**src/ipu_pkg.sv**
```systemverilog
// Shared types and constants for the integer pixel upscaler.
package ipu_pkg;

	// Field widths fixed by the interface.
	localparam int PIX_W      = 24;
	localparam int CHAN_W     = 8;
	localparam int SCALE_W    = 5;
	localparam int WIDTH_W    = 11;
	localparam int CFG_IDX_W  = 1;
	localparam int CFG_DATA_W = 11;
	localparam int PAD_W      = 2;

	// Item kinds.
	localparam logic KIND_PIXEL  = 1'b0;
	localparam logic KIND_REPLAY = 1'b1;

	// Configuration register indexes.
	localparam logic [CFG_IDX_W-1:0] CFG_SCALE_FACTOR = 1'b0;
	localparam logic [CFG_IDX_W-1:0] CFG_INPUT_WIDTH  = 1'b1;

	typedef logic [PIX_W-1:0] pix_t;

	// Decisions taken when an item is accepted, carried to the emitter.
	typedef struct packed {
		logic             err;
		logic             replay;
		logic             last_col;
		logic [PAD_W-1:0] pad;
	} item_t;

endpackage

```
**src/ipu_seq.sv**
```systemverilog
// Row sequencer: configuration registers, column counters and item classification.
module ipu_seq #(
	parameter int MAX_WIDTH = 1024,
	parameter int MAX_FACTOR = 16,
	parameter int AW = 10,
	parameter int FW = 5
) (
	input  logic                              clk,
	input  logic                              arst_n,
	input  logic                              cfg_we,
	input  logic [ipu_pkg::CFG_IDX_W-1:0]     cfg_index,
	input  logic [ipu_pkg::CFG_DATA_W-1:0]    cfg_data,
	input  logic                              accept,
	input  logic                              kind,
	output ipu_pkg::item_t                    item,
	output logic [FW-1:0]                     factor,
	output logic                              wr_en,
	output logic                              rd_en,
	output logic [AW-1:0]                     addr
);
	import ipu_pkg::*;

	localparam int WW = $clog2(MAX_WIDTH + 1);
	localparam int RW = (MAX_FACTOR > 1) ? $clog2(MAX_FACTOR) : 1;

	logic [SCALE_W-1:0] scale_q;
	logic [WIDTH_W-1:0] width_q;
	logic [AW-1:0]      fill_col_q;
	logic [AW-1:0]      replay_col_q;
	logic [RW-1:0]      rows_left_q;

	logic [FW-1:0]      factor_eff;
	logic [WW-1:0]      width_eff;
	logic [AW-1:0]      col;
	logic               last_col;
	logic               err;
	logic [1:0]         row_bytes_lo;

	// Clamp the configured factor and width to their usable ranges.
	always_comb begin
		if (scale_q == '0) begin
			factor_eff = FW'(1);
		end else if (32'(scale_q) > MAX_FACTOR) begin
			factor_eff = FW'(MAX_FACTOR);
		end else begin
			factor_eff = FW'(scale_q);
		end
		if (width_q == '0) begin
			width_eff = WW'(1);
		end else if (32'(width_q) > MAX_WIDTH) begin
			width_eff = WW'(MAX_WIDTH);
		end else begin
			width_eff = WW'(width_q);
		end
	end

	// Row padding depends only on the low two bits of width and factor.
	assign row_bytes_lo = 2'(4'(2'(width_eff)) * 4'(2'(factor_eff)) * 4'd3);

	// A replay needs pending repeat rows; a new pixel needs none.
	assign err      = (kind == KIND_PIXEL) != (rows_left_q == '0);
	assign col      = (kind == KIND_PIXEL) ? fill_col_q : replay_col_q;
	assign last_col = ((WW + 1)'(col) + (WW + 1)'(1)) >= (WW + 1)'(width_eff);

	assign item.err      = err;
	assign item.replay   = (kind == KIND_REPLAY);
	assign item.last_col = last_col;
	assign item.pad      = 2'(2'd0 - row_bytes_lo);
	assign factor        = factor_eff;
	assign wr_en         = accept && !err && (kind == KIND_PIXEL);
	assign rd_en         = accept && !err && (kind == KIND_REPLAY);
	assign addr          = col;

	// Configuration registers.
	always_ff @(posedge clk or negedge arst_n) begin
		if (!arst_n) begin
			scale_q <= SCALE_W'(1);
			width_q <= WIDTH_W'(1);
		end else if (cfg_we) begin
			unique case (cfg_index)
				CFG_SCALE_FACTOR: scale_q <= cfg_data[SCALE_W-1:0];
				CFG_INPUT_WIDTH:  width_q <= cfg_data[WIDTH_W-1:0];
				default: ;
			endcase
		end
	end

	// Column and repeat-row counters advance on each accepted, in-sequence item.
	always_ff @(posedge clk or negedge arst_n) begin
		if (!arst_n) begin
			fill_col_q   <= '0;
			replay_col_q <= '0;
			rows_left_q  <= '0;
		end else if (accept && !err) begin
			if (kind == KIND_PIXEL) begin
				if (last_col) begin
					fill_col_q   <= '0;
					replay_col_q <= '0;
					rows_left_q  <= RW'(factor_eff - FW'(1));
				end else begin
					fill_col_q <= col + AW'(1);
				end
			end else begin
				if (last_col) begin
					replay_col_q <= '0;
					rows_left_q  <= rows_left_q - RW'(1);
				end else begin
					replay_col_q <= col + AW'(1);
				end
			end
		end
	end

endmodule

```
**config.mk**
```make
export PLATFORM = sky130hd
export DESIGN_NAME = ipu_seq
export DESIGN_NICKNAME = d
export VERILOG_FILES = /design/src/ipu_pkg.sv /design/src/ipu_seq.sv
export SDC_FILE = /design/constraint.sdc
export NUM_CORES = 1
export LEC_CHECK = 0
export BUFFER_PORTS_ARGS = -buffer_cell sky130_fd_sc_hd__clkbuf_2
export CORE_MARGIN = 1.5
export CORE_UTILIZATION = 45
export CTS_BUF_LIST = sky130_fd_sc_hd__clkbuf_16
export CTS_CLUSTER_SIZE = 28
export DETAILED_ROUTE_END_ITERATION = 10
export GPL_TIMING_DRIVEN = 0
export PLACE_DENSITY = 0.77
export SYNTH_ARGS = -nofsm -noshare
export SYNTH_HDL_FRONTEND = slang
export SYNTH_SLANG_ARGS = --single-unit
export TNS_END_PERCENT = 20
```
**constraint.sdc**
```tcl
create_clock -name clk -period 4.15 [get_ports clk]
set_input_delay 0.415 -clock clk [delete_from_list [all_inputs] [get_ports clk]]
set_output_delay 0.415 -clock clk [all_outputs]
set_load 0.01 [all_outputs]
```
==> run metrics <==
first-pass GRT wire length between 9 and 10 mm; Setup crit start kind primary input; Worst-Skew Late Latency 0.28 ns; Worst-Margin Slew between 1 and 1.5 ns; # port buffers 37; gr usage total approximately a fifth; crit-path max FO 10; status completed; post-synthesis instance area around 0.0025 mm^2; Final Hold Fails 0; Layout area overhead 20.92%; Num CTS Buffers 5; Detailed Place HPWL roughly 4.1 mm; RSZ-0062 raised after global routing no; Die Ht 77.18 um; Syn Inst Count 244; Max Cap Violations 0; CP max stage cell ha_1; FF/Latch Area roughly 0.0010 mm^2; crit-path leading delay family buffers and inverters; CTS clock-pin slew for the worst setup and hold paths roughly 0.06 ns; most frequent CP cell buf_4; Clock Skew between 0.009 and 0.01 ns; Routed WL per cell around 15 um; Initial Util 47.57%; min Tclk post-route between 3 and 4 ns; DRT antenna net count 0; VDD IR max 0.0002407 V; reg-to-reg endpoint replay_col_q[2]$_DFFE_PN0P_; Pwr Total 1.269 mW; Top FF cell, synth dfrtp_1; Synth Area per Inst ~10 um^2; post-synthesis sequential area ratio approximately two fifths; crit path kind primary input to output pin; Power Density between 400 and 500 mW/mm^2; cts hold-fix bufs 0; largest stage delay on the critical path ~0.28 ns; Ports 39; RR Startpoint replay_col_q[0]$_DFFE_PN0P_; TritonRoute pass-1 iters 4; share of cells above drive strength 1 about a third; commonest non-fill, non-tap cell in the layout dfrtp_1; RD Place Congestion approximately 0.78; worst min-delay path class primary input to asynchronous set/reset pin; fillers 461; r2r worst-path depth 13; YS warnings 0; CTS max path bufs 2; final WL 5.610 mm; H-tree depth 2; Remaining Overflow, GRT 0; detailed-route DRC error count 0; Detailed Route Iter0 Violations around 160; commonest cells after routing, fill and taps aside dfrtp_1 (38), clkbuf_2 (37), nand2_1 (27); utilization after layout a little under three fifths; fmax roughly 260 MHz; DR vias/cell roughly 5.6; die width between 70 and 80 um; Netlist cell types 54; number of global-route vias before repair 1930; die footprint slightly below 0.006 mm^2; Pleak around 1.5 nW; clock sinks 40; max-slew violation count 0; setup slack, reg-to-reg ~0.77 ns; Core ar. around 0.0052 mm^2; area occupied by multi-input gates approximately 0.0014 mm^2; CP required roughly 3.7 ns; Syn Nets roughly 270; asr flop ratio synth 100.0%; Row Count 26; Nets roughly 320; WP buf/inv 7; initial antenna violation count 0; Synth Register Bits 40; Slew HR ~28%; via count 2013; CTS Root Cell clkbuf_16; Worst setup EP type output pin; setup violators final 0; CTS tree yes; diode count 0; Critical Path AT around 3.5 ns; post-route clock period utilization between 90% and 100%; number of synthesized flops with an enable pin 0; CP Cell Sequence buf_4, buf_6, buf_4, buf_4, nand2_1, o21ai_2, ha_2, nand3_2, nand3b_1, nand2b_1, xnor2_2, ha_1, a21oi_1, o21ai_1, a31oi_1, inv_1, buf_4, clkbuf_2; largest net degree at the start of global routing a little over 40
-- timing repair --
action | 4_1_cts | 5_1_grt
pin swaps | 2 | 2
buffers inserted | 2 | 1
resized for setup | 8 | 5
hold endpoints to repair | 0 | 0
endpoints found under the setup margin | 18 | 13
-- routing by layer --
| metal | GRT usage [%] | wire length [um] |
|---|---|---|
| met3 | 5.000 | 257 |
| met5 | 0 | 0 |
| met1 | 26.22 | 2592 |
| met4 | 4.909 | 15 |
| met2 | 33.42 | 2744 |
-- through the flow --
step / area (um^2) / instances / worst slack (ns) / hold slack (ns) / TNS, ns
finish: 2994 / 362 / 0.2488 / 0.2967 / 0
global route: 2994 / 362 / 0.05187 / 0.3660 / 0
floorplan: 2484 / 244 / 0.04342 / 0.1194 / 0
CTS: 2959 / 361 / 0.05046 / 0.3308 / 0
detailed placement: 2756 / 351 / -0.6585 / 0.4824 / -10.17
global placement: 2756 / 351 / -0.5876 / 0.4737 / -9.057
-- cells in the mapped netlist (3+ instances only) --
master	count	share of area (%)
a21oi_1	6	1.2
nand3b_1	3	0.91
inv_1	14	2.1
clkbuf_1	4	0.61
o21ai_0	9	1.8
nand3_1	7	1.4
nand2_1	27	4.1
buf_4	3	0.91
nor2b_1	6	1.5
dfrtp_1	38	38
ha_1	13	6.6
nor2_1	12	1.8
and3_1	4	1.0
buf_2	3	0.61
mux2i_1	5	2.0
xnor2_1	7	2.5
a31oi_1	3	0.76
mux2_2	21	9.6
o211ai_1	4	1.2
a22o_1	11	3.9
nor4_1	4	1.0
-- where the power goes --
| part | switching [mW] | internal (mW) | total [mW] |
|---|---|---|---|
| logic | 0.180 | 0.155 | 0.335 |
| clock network | 0.152 | 0.280 | 0.432 |
| registers | 0.0540 | 0.447 | 0.501 |
-- state kept, by name, summed over array words and instances (netlist names) --
name / count
width_q: 11
fill_col_q: 10
replay_col_q: 10
scale_q: 5
rows_left_q: 4
-- area by class of cell --
cell class / count / area share, %
Clock inverter: 3 / 1.295
Tap cell: 70 / 2.925
Timing Repair Buffer: 40 / 6.937
Multi-Input combinational cell: 178 / 46.64
Sequential cell: 40 / 33.51
Clock buffer: 5 / 4.179
Inverter: 14 / 1.755
Buffer: 12 / 2.758
-- worst max-delay path by stage --
stage / start / to / cells past startpoint
floorplan: kind / replay_col_q[2]$_DFFE_PN0P_ / 17
global placement: kind / replay_col_q[2]$_DFFE_PN0P_ / 18
detailed placement: kind / replay_col_q[2]$_DFFE_PN0P_ / 18
finish: kind / item[2] / 18
CTS: kind / item[2] / 18
global route: kind / item[2] / 18
-- logic make-up (layout without fill, tap and decap cells) --
group,Yosys count,in the layout,share of synthesized area (%)
simple gates,79,79,16.73
compound gates,48,48,14.86
mux,28,28,12.63
flops,40,40,40.53
buf+inv,26,74,4.850
fa+ha+maj,13,13,6.569
xor+xnor,10,10,3.841
No activity file was read; power rests on OpenSTA's default activity.
