==> config.mk <==
export PLATFORM = sky130hd
export DESIGN_NAME = ipu_emit
export DESIGN_NICKNAME = d
export VERILOG_FILES = /design/src/ipu_pkg.sv /design/src/ipu_emit.sv
export SDC_FILE = /design/constraint.sdc
export NUM_CORES = 1
export LEC_CHECK = 0
export ABC_AREA = 1
export BUFFER_PORTS_ARGS = -buffer_cell sky130_fd_sc_hd__buf_2
export CAP_MARGIN = 10
export CORE_MARGIN = 5
export CORE_UTILIZATION = 40
export DETAILED_ROUTE_END_ITERATION = 10
export GPL_TIMING_DRIVEN = 0
export PLACE_DENSITY = 0.67
export RECOVER_POWER = 25
export SYNTH_ARGS = -nofsm -noshare
export SYNTH_HDL_FRONTEND = slang
export SYNTH_SLANG_ARGS = --single-unit
==> constraint.sdc <==
create_clock -name clk -period 3.2 [get_ports clk]
set_clock_uncertainty 0.15 [all_clocks]
set_input_delay 0.48 -clock clk [delete_from_list [all_inputs] [get_ports clk]]
set_output_delay 0.48 -clock clk [all_outputs]
set_load 0.01 [all_outputs]
==> src/ipu_pkg.sv <==
// Shared types and constants for the integer pixel upscaler.
package ipu_pkg;

	// Field widths fixed by the interface.
	localparam int PIX_W      = 24;
	localparam int CHAN_W     = 8;
	localparam int SCALE_W    = 5;
	localparam int WIDTH_W    = 11;
	localparam int CFG_IDX_W  = 1;
	localparam int CFG_DATA_W = 11;
	localparam int PAD_W      = 2;

	// Item kinds.
	localparam logic KIND_PIXEL  = 1'b0;
	localparam logic KIND_REPLAY = 1'b1;

	// Configuration register indexes.
	localparam logic [CFG_IDX_W-1:0] CFG_SCALE_FACTOR = 1'b0;
	localparam logic [CFG_IDX_W-1:0] CFG_INPUT_WIDTH  = 1'b1;

	typedef logic [PIX_W-1:0] pix_t;

	// Decisions taken when an item is accepted, carried to the emitter.
	typedef struct packed {
		logic             err;
		logic             replay;
		logic             last_col;
		logic [PAD_W-1:0] pad;
	} item_t;

endpackage

==> src/ipu_emit.sv <==
// Run emitter: holds one item and sends its copies through the output register.
module ipu_emit #(
	parameter int FW = 5
) (
	input  logic                          clk,
	input  logic                          arst_n,
	input  logic                          load,
	input  ipu_pkg::item_t                item,
	input  logic [FW-1:0]                 factor,
	input  ipu_pkg::pix_t                 pix_in,
	input  ipu_pkg::pix_t                 rd_data,
	output logic                          take_ready,
	output logic                          out_valid,
	input  logic                          out_ready,
	output ipu_pkg::pix_t                 out_pix,
	output logic                          out_row_end,
	output logic [ipu_pkg::PAD_W-1:0]     out_pad,
	output logic                          out_run_last,
	output logic                          out_err
);
	import ipu_pkg::*;

	logic              valid_s1;
	item_t             item_s1;
	pix_t              pix_s1;
	logic [FW-1:0]     left_s1;

	logic              out_valid_q;
	pix_t              pix_q;
	logic              row_end_q;
	logic [PAD_W-1:0]  pad_q;
	logic              run_last_q;
	logic              err_q;

	logic              final_copy;
	logic              emit;
	pix_t              pix_sel;

	assign final_copy = (left_s1 == '0);
	assign emit       = valid_s1 && (!out_valid_q || out_ready);
	assign take_ready = !valid_s1 || (emit && final_copy);

	// Replays take their pixel from the line store read port.
	always_comb begin
		if (item_s1.err) begin
			pix_sel = '0;
		end else if (item_s1.replay) begin
			pix_sel = rd_data;
		end else begin
			pix_sel = pix_s1;
		end
	end

	// Control state of the item stage and the output register.
	always_ff @(posedge clk or negedge arst_n) begin
		if (!arst_n) begin
			valid_s1    <= 1'b0;
			out_valid_q <= 1'b0;
		end else begin
			if (load) begin
				valid_s1 <= 1'b1;
			end else if (emit && final_copy) begin
				valid_s1 <= 1'b0;
			end
			if (emit) begin
				out_valid_q <= 1'b1;
			end else if (out_ready) begin
				out_valid_q <= 1'b0;
			end
		end
	end

	// Item payload and copy counter.
	always_ff @(posedge clk) begin
		if (load) begin
			item_s1 <= item;
			pix_s1  <= pix_in;
			left_s1 <= item.err ? '0 : FW'(factor - FW'(1));
		end else if (emit) begin
			left_s1 <= left_s1 - FW'(1);
		end
	end

	// Output payload for each copy.
	always_ff @(posedge clk) begin
		if (emit) begin
			pix_q      <= pix_sel;
			row_end_q  <= final_copy && item_s1.last_col && !item_s1.err;
			pad_q      <= (final_copy && item_s1.last_col && !item_s1.err) ? item_s1.pad : '0;
			run_last_q <= final_copy;
			err_q      <= item_s1.err;
		end
	end

	assign out_valid    = out_valid_q;
	assign out_pix      = pix_q;
	assign out_row_end  = row_end_q;
	assign out_pad      = pad_q;
	assign out_run_last = run_last_q;
	assign out_err      = err_q;

endmodule

==> results of run 1 <==
layer usage:
metal / global-route usage (%) / share of wire, % / up-vias
met5: 0 / 0 / -
met4: 7.69 / 2.8 / 0
met3: 4.67 / 7.0 / 12
met2: 22.3 / 49 / 66
met1: 16.1 / 41 / 782
li1: - / - / 910
logic make-up (layout without fill, tap and decap cells):
logic type	count (synthesis)	in the layout	share of synthesized area, %
AO/OA/AOI/OAI	28	28	5.54
XOR/XNOR	1	1	0.340
adder cells (fa/ha/maj)	2	2	0.971
buffers and inverters	23	131	4.27
flip-flops	65	65	75.4
AND/OR/NAND/NOR	85	85	13.5
through the flow:
stage / worst slack [ps] / utilization [%] / hold WS, ps / std cells / total power [mW]
after floorplan: 1420 / - / 34.4 / 204 / 1.30
after global placement: 1050 / 49.6 / 116 / 373 / 1.45
after detailed placement: 1000 / 49.6 / 120 / 373 / 1.46
after CTS: 1140 / 52.2 / 157 / 389 / 2.02
after global routing: 652 / 52.1 / 150 / 389 / 2.11
final: 827 / 52.1 / 176 / 389 / 1.99
final cells by class:
type / count / area [sq um]
sequential: 65 / 1940
clock buffer: 10 / 128
inverter: 17 / 65.1
timing repair buffer: 93 / 467
multi-input combinational: 116 / 524
fill: 599 / 3020
buffer: 6 / 45.0
clock inverter: 5 / 23.8
tap: 77 / 96.3
cell usage after synthesis:
| library cell | instances |
|---|---|
| nand2_1 | 19 |
| o21ai_0 | 24 |
| nand3_1 | 6 |
| o22ai_1 | 2 |
| o21ai_1 | 2 |
| dfrtp_1 | 2 |
| inv_2 | 2 |
| nor2_1 | 54 |
| nand4_1 | 1 |
| edfxtp_1 | 63 |
| clkinv_2 | 1 |
| nor2_2 | 2 |
| buf_6 | 2 |
| xnor2_1 | 1 |
| ha_1 | 2 |
| inv_1 | 14 |
| nor3b_1 | 2 |
| clkbuf_1 | 2 |
| nand3_2 | 1 |
| buf_4 | 2 |
critical path, cell delays in order:
cell	delay (ps)
clkbuf_1	1230
inv_2	210
nand2_1	290
path summary, 6_finish.rpt:
check / startpoint / to / cells after the start
max reg2reg: out_valid / out_pix[10] / 3
min: pix_in[23] / pix_s1[23] / 1
min in group asynchronous: arst_n / valid_s1 / 2
max in group asynchronous: arst_n / out_valid / 2
min reg2reg: item_s1[4] / out_err / 0
max: load / left_s1[2] / 3
repair_timing:
item	4_1_cts	5_1_grt
hold endpoints to repair	2	0
hold buffers	1	0
buffers inserted	0	0
setup endpoints to repair	0	0
sequential cells by signal, indices dropped and copies added, names as in the netlist:
name and count:
out_pix 24, pix_s1 24, item_s1 5, left_s1 5, out_pad 2, out_err 1
out_row_end 1, out_run_last 1, out_valid 1, valid_s1 1
cell usage in the layout (no fill, tap or decap), types with 5 or more instances in the layout:
cell type / n
edfxtp_1: 63
nand2_1: 19
nand3_1: 6
nor2_1: 54
clkinv_2: 5
o21ai_0: 24
inv_1: 14
buf_2: 89
clkbuf_1: 6
clkbuf_8: 9
power groups by stage:
stage	Sequential, mW	Combinational, mW	Clock, mW
floorplan	1.17	0.135	0
global placement	1.13	0.316	0
detailed placement	1.14	0.325	0
CTS	1.12	0.327	0.571
global route	1.13	0.358	0.616
finish	1.12	0.319	0.553
==> summary.txt, run 1 <==
Status
  – Status: finished with violations
  – Failing checks: capacitance limit, slew limit

Clocking
  – Clock Path Buffers: 2
  – Max H-tree Level: 3
  – Worst-path clk slew: 70 ps
  – Post-cts sizing count: 0
  – Worst-Skew Late Latency: 330 ps
  – Clock tree sinks: 65
  – CTS tree: done
  – Root buffer cell: clkbuf_8
  – CTS Buf Count: 9

Pwr
  – Net Sw Frac: 26.0%
  – Net Sw Power: 0.516 mW
  – Register share of total power: 56.1%
  – Clock share of power: 27.8%
  – Combinational Power Share: 16.1%
  – Internal Power: 1.47 mW
  – Leak: 1.45 nW
  – Pwr dens: 604 mW/mm^2
  – Maximum VDD drop: 0.301 mV

Critical path
  – Reg2Reg Setup Slack: 1260 ps
  – Crit path arrival time: 2240 ps
  – Setup CP Type: input port to flip-flop
  – Startpoint types: input port
  – Worst Path Max Fanout: 32
  – Worst setup EP type: flip-flop
  – Worst EP required: 3060 ps

STA
  – Tmin final: 2370 ps
  – Endpoints failing hold: 0
  – Total Neg Setup Slack: 0 ps
  – Maximum clock rate: 421 MHz
  – Endpoints failing setup: 0
  – Final worst-path cycle share: 74.1%
  – RSZ-0062 raised after global routing: false
  – Max-slew headroom: -17.6%
  – Worst Tran Pin Value: 1760 ps
  – Final Slew Violations: 33

Synth
  – Synthesized area: 0.00258 sq mm
  – Ys Warns: 0
  – Net Count, Synth: 268
  – Synthesized area per cell: 12.6 sq um
  – Post-synth cell types: 20
  – Synth area leaders: edfxtp_1 73%, nor2_1 7.9%, o21ai_0 4.7%
  – Post-synthesis sequential area ratio: 75.4%
  – Synthesized netlist cell count: 204
  – Yosys top cell by area: edfxtp_1
  – Area fraction of the dominant cell type after synthesis: 73.4%
  – Synth Register Bits: 65

Finish
  – Layout cells sized above 1: 35.9%
  – Design Area, Final: 0.00329 sq mm
  – Nets: 372
  – Layout Area Growth over Synthesis: 27.7%
  – Ant. Diodes: 0

Placed design
  – Dpl hpwl: 3910 um
  – Routability cong.: 0.742
  – IO Port Bufs: 92
  – Placed Area: 0.00313 sq mm

Global routing
  – Pin count of the biggest net entering global routing: 33
  – First-pass GRT wire length: 8870 um
  – Congestion Overflow GR: 0
  – GRT Overall Usage: 13.8%
  – Initial antenna violation count: 0
  – Vias in the first global route: 1844

Drt
  – Vias/cell: 4.55
  – Post-route antenna net violation count: 0
  – Number of DRC markers in iteration 0: 46
  – Final wirelength: 5280 um
  – Drt first pass iters: 4
  – DRC errors left: 0
  – Routed vias: 1770
  – Per-cell routed wire length: 13.6 um

Floorplanning
  – Row count: 29
  – Chip width: 90.3 um
  – Top-Level Pins: 93
  – Die Ht: 90.3 um
  – Starting Density: 40.8%
  – Core area: 0.00631 sq mm
  – Die Area: 0.00815 sq mm

Job
  – Max-Cap Viols: 1

Min path
  – Min-Delay Path Class: input port to flip-flop
Power figures use the tool's default switching activity.
==> run 2, diff against run 1 <==
Clock period 3.2 ns to 2.3 ns, I/O delays scaled along.
==> run 2 against run 1 <==
- the run now ends clean
- clock power rose by 39%
- core utilization hardly changed
- sequential share of layout area barely moved
- final cell count did not move
- register-to-register slack got worse by 900 ps
- critical path depth did not move
- combinational power up 39%
- wire length unchanged
- total power grew 39%
- first-iteration DRC count stayed put
- die area did not move
- critical path type is now flip-flop to flip-flop
- critical endpoint is now out_pix[10]
- largest cell class unchanged
==> summary.txt, run 2 (synthesized netlist as in run 1, its figures left out) <==
Floorplanning
  – Core area: 0.00631 sq mm (unchanged)
  – Starting Density: 40.8% (unchanged)
  – Chip width: 90.3 um (unchanged)
  – Die Ht: 90.3 um (unchanged)
  – Row count: 29 (unchanged)
  – Die Area: 0.00815 sq mm (unchanged)
  – Top-Level Pins: 93 (unchanged)

STA
  – Tmin final: 1940 ps
  – Post-route setup slack: 355 ps (was 827 ps)
  – RSZ-0062 raised after global routing: false (unchanged)
  – Final worst-path cycle share: 84.5%
  – Worst Tran Pin Value: 1140 ps (was 1760 ps)
  – Maximum clock rate: 514 MHz
  – Endpoints failing setup: 0 (unchanged)
  – Total Neg Setup Slack: 0 ps (unchanged)
  – Max-slew headroom: 23.9% (was -17.6%)
  – Endpoints failing hold: 0 (unchanged)
  – Final Slew Violations: 0 (was 33)

Global routing
  – Pin count of the biggest net entering global routing: 33 (unchanged)
  – First-pass GRT wire length: 8870 um (unchanged)
  – Congestion Overflow GR: 0 (unchanged)
  – Initial antenna violation count: 0 (unchanged)
  – Vias in the first global route: 1844 (unchanged)
  – GRT Overall Usage: 13.8% (unchanged)

Critical path
  – Worst EP required: 2090 ps (was 3060 ps)
  – Worst setup path end: out_pix[10] (was left_s1[2])
  – Setup CP Type: flip-flop to flip-flop (was input port to flip-flop)
  – Critical path depth in cells: 3 (unchanged)
  – Origin of the worst setup path: out_valid (was load)
  – CP top delay family: buffers and inverters (unchanged)
  – Most used cell, CP: nand2_1
  – Startpoint types: flip-flop (was input port)
  – R2r startpoint: out_valid (unchanged)
  – Slowest stage delay, CP: 830 ps (was 1230 ps)
  – Slowest-stage cell, CP: inv_1 (was clkbuf_1)
  – Crit path arrival time: 1730 ps (was 2240 ps)
  – Reg2Reg Setup Slack: 360 ps (was 1260 ps)
  – Worst setup EP type: flip-flop (unchanged)
  – Crit-path cells: nand2_1 -> nand2_1 -> inv_1 (was clkbuf_1 -> inv_2 -> nand2_1)
  – CP Buf/Inv Count: 1 (was 2)
  – RR Endpoint: out_pix[10] (unchanged)
  – R2R cell count: 3 (unchanged)
  – Worst Path Max Fanout: 29 (was 32)

Drt
  – Routed vias: 1770 (unchanged)
  – Vias/cell: 4.55 (unchanged)
  – DRC errors left: 0 (unchanged)
  – Post-route antenna net violation count: 0 (unchanged)
  – Final wirelength: 5280 um (unchanged)
  – Drt first pass iters: 4 (unchanged)
  – Per-cell routed wire length: 13.6 um (unchanged)
  – Number of DRC markers in iteration 0: 46 (unchanged)

Clocking
  – CTS Buf Count: 9 (unchanged)
  – Worst-path clk slew: 70 ps (about the same)
  – Setup Buffers After CTS: 0 (unchanged)
  – CTS tree: done (unchanged)
  – Clock Path Buffers: 2 (unchanged)
  – Post-cts sizing count: 0 (unchanged)
  – Worst-Skew Late Latency: 330 ps (about the same)
  – Max H-tree Level: 3 (unchanged)
  – Clock tree sinks: 65 (unchanged)
  – Root buffer cell: clkbuf_8 (unchanged)

Status
  – Status: finished, final reports clean (was finished with violations)

Pwr
  – Pwr dens: 841 mW/mm^2 (was 604 mW/mm^2)
  – Leak: 1.45 nW (about the same)
  – Maximum VDD drop: 0.418 mV (was 0.301 mV)

Finish
  – Commonest cells after routing, fill and taps aside: 90 x buf_2, 63 x edfxtp_1, 54 x nor2_1, 24 x o21ai_0, 19 x nand2_1 (was 89 x buf_2, 63 x edfxtp_1, 54 x nor2_1, 24 x o21ai_0, 19 x nand2_1)
  – Layout Area Growth over Synthesis: 27.8% (was 27.7%)
  – Layout cells sized above 1: 36.2% (was 35.9%)
  – Nets: 372 (unchanged)
  – Commonest non-fill, non-tap cell in the layout: buf_2 (unchanged)
  – Fill count: 599 (unchanged)
  – Ant. Diodes: 0 (unchanged)

Job
  – Max-Cap Viols: 0 (was 1)

Placed design
  – Dpl hpwl: 3910 um (unchanged)
  – IO Port Bufs: 92 (unchanged)
  – Worst slack, placed: 240 ps (was 1000 ps)
  – Routability cong.: 0.742 (unchanged)

Min path
  – Min-Delay Path Class: input port to flip-flop (unchanged)
-- run 2: final cells by class --
cell class	count	area [sq um]	share of cell area, %
tap	77	96.3	2.93
sequential	65	1940	59.0
inverter	17	65.1	1.98
clock buffer	10	128	3.88
timing repair buffer	93	468	14.2
clock inverter	5	23.8	0.722
multi-input combinational	116	524	15.9
buffer	6	45.0	1.37
-- run 2: report_power, final --
part,switching [mW],internal (mW),total (mW),leakage [nW]
sequential,0.0495,1.50,1.55,0.658
combinational,0.273,0.172,0.445,0.713
clock,0.396,0.374,0.769,0.0831
-- run 2: per-stage QoR --
step	total power [mW]	util (%)	area, sq um	cells	hold slack, ps
2_1_floorplan	1.81	-	2580	204	-101
3_3_place_gp	2.01	49.6	3130	373	-18.7
3_5_place_dp	2.03	49.6	3130	373	-14.6
4_1_cts	2.81	52.2	3290	389	21.5
5_1_grt	2.93	52.1	3290	389	15.1
6_report	2.77	52.1	3290	389	41.2
-- run 2: worst min path at each step --
stage	cells after the start	startpoint	slack, ps	end
3_3_place_gp	1	arst_n	-20	out_valid
5_1_grt	1	pix_in[19]	20	pix_s1[19]
2_1_floorplan	0	arst_n	-100	out_valid
4_1_cts	1	pix_in[14]	20	pix_s1[14]
6_report	1	pix_in[23]	40	pix_s1[23]
3_5_place_dp	1	arst_n	-10	out_valid
-- run 2: per-layer routing --
| layer | wire (um) | track usage [%] |
|---|---|---|
| met5 | 0 | 0 |
| met2 | 2590 | 22.3 |
| met4 | 148 | 7.69 |
| met3 | 367 | 4.67 |
| met1 | 2170 | 16.1 |
-- run 2: timing repair --
action	4_1_cts	5_1_grt
hold buffers	1	0
setup endpoints to repair	0	0
hold endpoints to repair	2	0
==> run 3, diff against run 2 <==
Clock period 2.3 ns to 2 ns, I/O delays scaled along.
==> run 3 against run 2 <==
- sequential share of layout area down 4.6 points
- critical path type is now flip-flop to primary output
- core utilization grew 4.5 points
- die area is the same
- register-to-register slack got worse by 95 ps
- combinational power rose by 25%
- total power up 17%
- cell area up 8.6%
- first-iteration DRC count up 11%
==> summary.txt, run 3 (synthesized netlist as in run 1, its figures left out) <==
Pwr
  – Maximum VDD drop: 0.462 mV (was 0.418 mV)
  – Pwr dens: 903 mW/mm^2 (was 841 mW/mm^2)
  – Leak: 1.56 nW (was 1.45 nW)
  – Net Sw Frac: 25.9% (was 26.0%)
  – Net Sw Power: 0.836 mW (was 0.718 mW)
  – Clock share of power: 27.4% (was 27.8%)
  – Register share of total power: 55.3% (was 56.1%)
  – Combinational Power Share: 17.3% (was 16.1%)
  – Internal Power: 2.39 mW (was 2.05 mW)

Clocking
  – Clock tree sinks: 65 (unchanged)
  – Worst-Skew Late Latency: 330 ps (about the same)
  – Clock Path Buffers: 2 (unchanged)
  – CTS tree: done (unchanged)
  – Max H-tree Level: 3 (unchanged)
  – Worst-path clk slew: 70 ps (about the same)
  – CTS Buf Count: 9 (unchanged)
  – Root buffer cell: clkbuf_8 (unchanged)

Critical path
  – Startpoint types: flip-flop (unchanged)
  – Setup CP Type: flip-flop to primary output (was flip-flop to flip-flop)
  – Worst EP required: 1550 ps (was 2090 ps)
  – Worst setup EP type: primary output (was flip-flop)
  – Worst Path Max Fanout: 5 (was 29)
  – Crit path arrival time: 1410 ps (was 1730 ps)
  – Origin of the worst setup path: left_s1[0] (was out_valid)
  – R2r startpoint: out_valid (unchanged)

Finish
  – Ant. Diodes: 0 (unchanged)
  – Nets: 400 (was 372)
  – Commonest non-fill, non-tap cell in the layout: buf_2 (unchanged)
  – Design Area, Final: 0.00357 sq mm (was 0.00329 sq mm)
  – Commonest cells after routing, fill and taps aside: 87 x buf_2, 63 x edfxtp_1, 54 x nor2_1, 29 x dlygate4sd3_1, 24 x o21ai_0 (was 90 x buf_2, 63 x edfxtp_1, 54 x nor2_1, 24 x o21ai_0, 19 x nand2_1)
  – Layout Area Growth over Synthesis: 38.7% (was 27.8%)
  – Layout cells sized above 1: 32.9% (was 36.2%)

Global routing
  – GRT met2 Usage: 24.0% (was 22.3%)
  – GRT Overall Usage: 14.7% (was 13.8%)
  – Pin count of the biggest net entering global routing: 33 (unchanged)
  – Initial antenna violation count: 0 (unchanged)
  – Vias in the first global route: 1992 (was 1844)
  – Congestion Overflow GR: 0 (unchanged)
  – GR peak layer: met2 (unchanged)
  – First-pass GRT wire length: 9500 um (was 8870 um)
  – GRT met3 Usage: 4.75% (was 4.67%)
  – Met1 GRT Util: 17.2% (was 16.1%)

Min path
  – Worst Hold Launch: item[4] (was pix_in[23])
  – Min-Delay Path Class: input port to flip-flop (unchanged)

STA
  – Endpoints failing hold: 0 (unchanged)
  – Worst Tran Pin Value: 808 ps (was 1140 ps)
  – Final worst-path cycle share: 92.8%
  – Final Slew Violations: 0 (unchanged)
  – Max-slew headroom: 46.1% (was 23.9%)
  – Tmin final: 1860 ps
  – Worst hold slack: 83.3 ps (was 41.2 ps)
  – Maximum clock rate: 539 MHz
  – Endpoints failing setup: 0 (unchanged)
  – RSZ-0062 raised after global routing: false (unchanged)

Status
  – Status: finished, final reports clean (unchanged)

Floorplanning
  – Die Ht: 90.3 um (unchanged)
  – Starting Density: 40.8% (unchanged)
  – Row count: 29 (unchanged)
  – Die Area: 0.00815 sq mm (unchanged)
  – Top-Level Pins: 93 (unchanged)
  – Core area: 0.00631 sq mm (unchanged)
  – Chip width: 90.3 um (unchanged)

Drt
  – Routed vias: 1876 (was 1770)
  – Post-route antenna net violation count: 0 (unchanged)
  – DRC errors left: 0 (unchanged)
  – Per-cell routed wire length: 13.3 um (was 13.6 um)
  – Drt first pass iters: 4 (unchanged)
  – Number of DRC markers in iteration 0: 51 (was 46)
  – Vias/cell: 4.50 (was 4.55)
  – Final wirelength: 5560 um (was 5280 um)

Placed design
  – Dpl hpwl: 3910 um (unchanged)
  – IO Port Bufs: 92 (unchanged)
  – Routability cong.: 0.742 (unchanged)
  – Placed Area: 0.00313 sq mm (unchanged)

Job
  – Max-Cap Viols: 0 (unchanged)
-- run 3: path summary, 6_finish.rpt --
path / slack (ps) / cells after the start / to
max reg2reg: 260 / 3 / out_pix[0]
max in group asynchronous: 1430 / 2 / out_valid
max: 140 / 5 / take_ready
min reg2reg: 330 / 0 / out_err
min in group asynchronous: 140 / 2 / valid_s1
min: 80 / 1 / item_s1[4]
-- run 3: what timing repair did --
| item | in CTS | in global routing |
|---|---|---|
| endpoints found under the hold margin | 30 | 0 |
| setup buffers | 0 | 0 |
| hold buffers | 29 | 0 |
| setup endpoints to repair | 0 | 29 |
| gates resized for setup | 0 | 1 |
-- run 3: power by group through the flow --
stage	combinational (mW)	sequential, mW	clock, mW
after floorplan	0.215	1.87	0
after global placement	0.505	1.81	0
after detailed placement	0.520	1.82	0
after CTS	0.566	1.79	0.914
after global routing	0.623	1.81	0.985
final	0.557	1.79	0.884
-- run 3: metal layers --
metal	share of wire (%)	wire, um
met3	5.9	328
met2	51	2820
met1	41	2270
met4	2.7	148
met5	0	0
-- run 3: stage by stage --
step / cells / TNS, ps / power, mW / util [%] / worst slack (ps)
5_1_grt: 417 / 0 / 3.42 / 56.6 / 35.9
3_5_place_dp: 373 / -396 / 2.34 / 49.6 / -15.2
4_1_cts: 417 / 0 / 3.27 / 56.6 / 18.0
2_1_floorplan: 204 / 0 / 2.09 / - / 301
3_3_place_gp: 373 / 0 / 2.31 / 49.6 / 33.9
6_report: 417 / 0 / 3.23 / 56.6 / 143
-- run 3: layout make-up --
| class | count | area (sq um) |
|---|---|---|
| fill | 575 | 2740 |
| sequential | 65 | 1940 |
| timing repair buffer | 121 | 746 |
| multi-input combinational | 116 | 524 |
| clock buffer | 10 | 128 |
| tap | 77 | 96.3 |
| inverter | 17 | 68.8 |
| buffer | 6 | 45.0 |
| clock inverter | 5 | 23.8 |
-- run 3: critical path, stage by stage, from the launching register on --
cell	delay, ps
edfxtp_1	390
inv_1	110
ha_1	250
nand4_1	110
nand2_1	90
buf_2	130
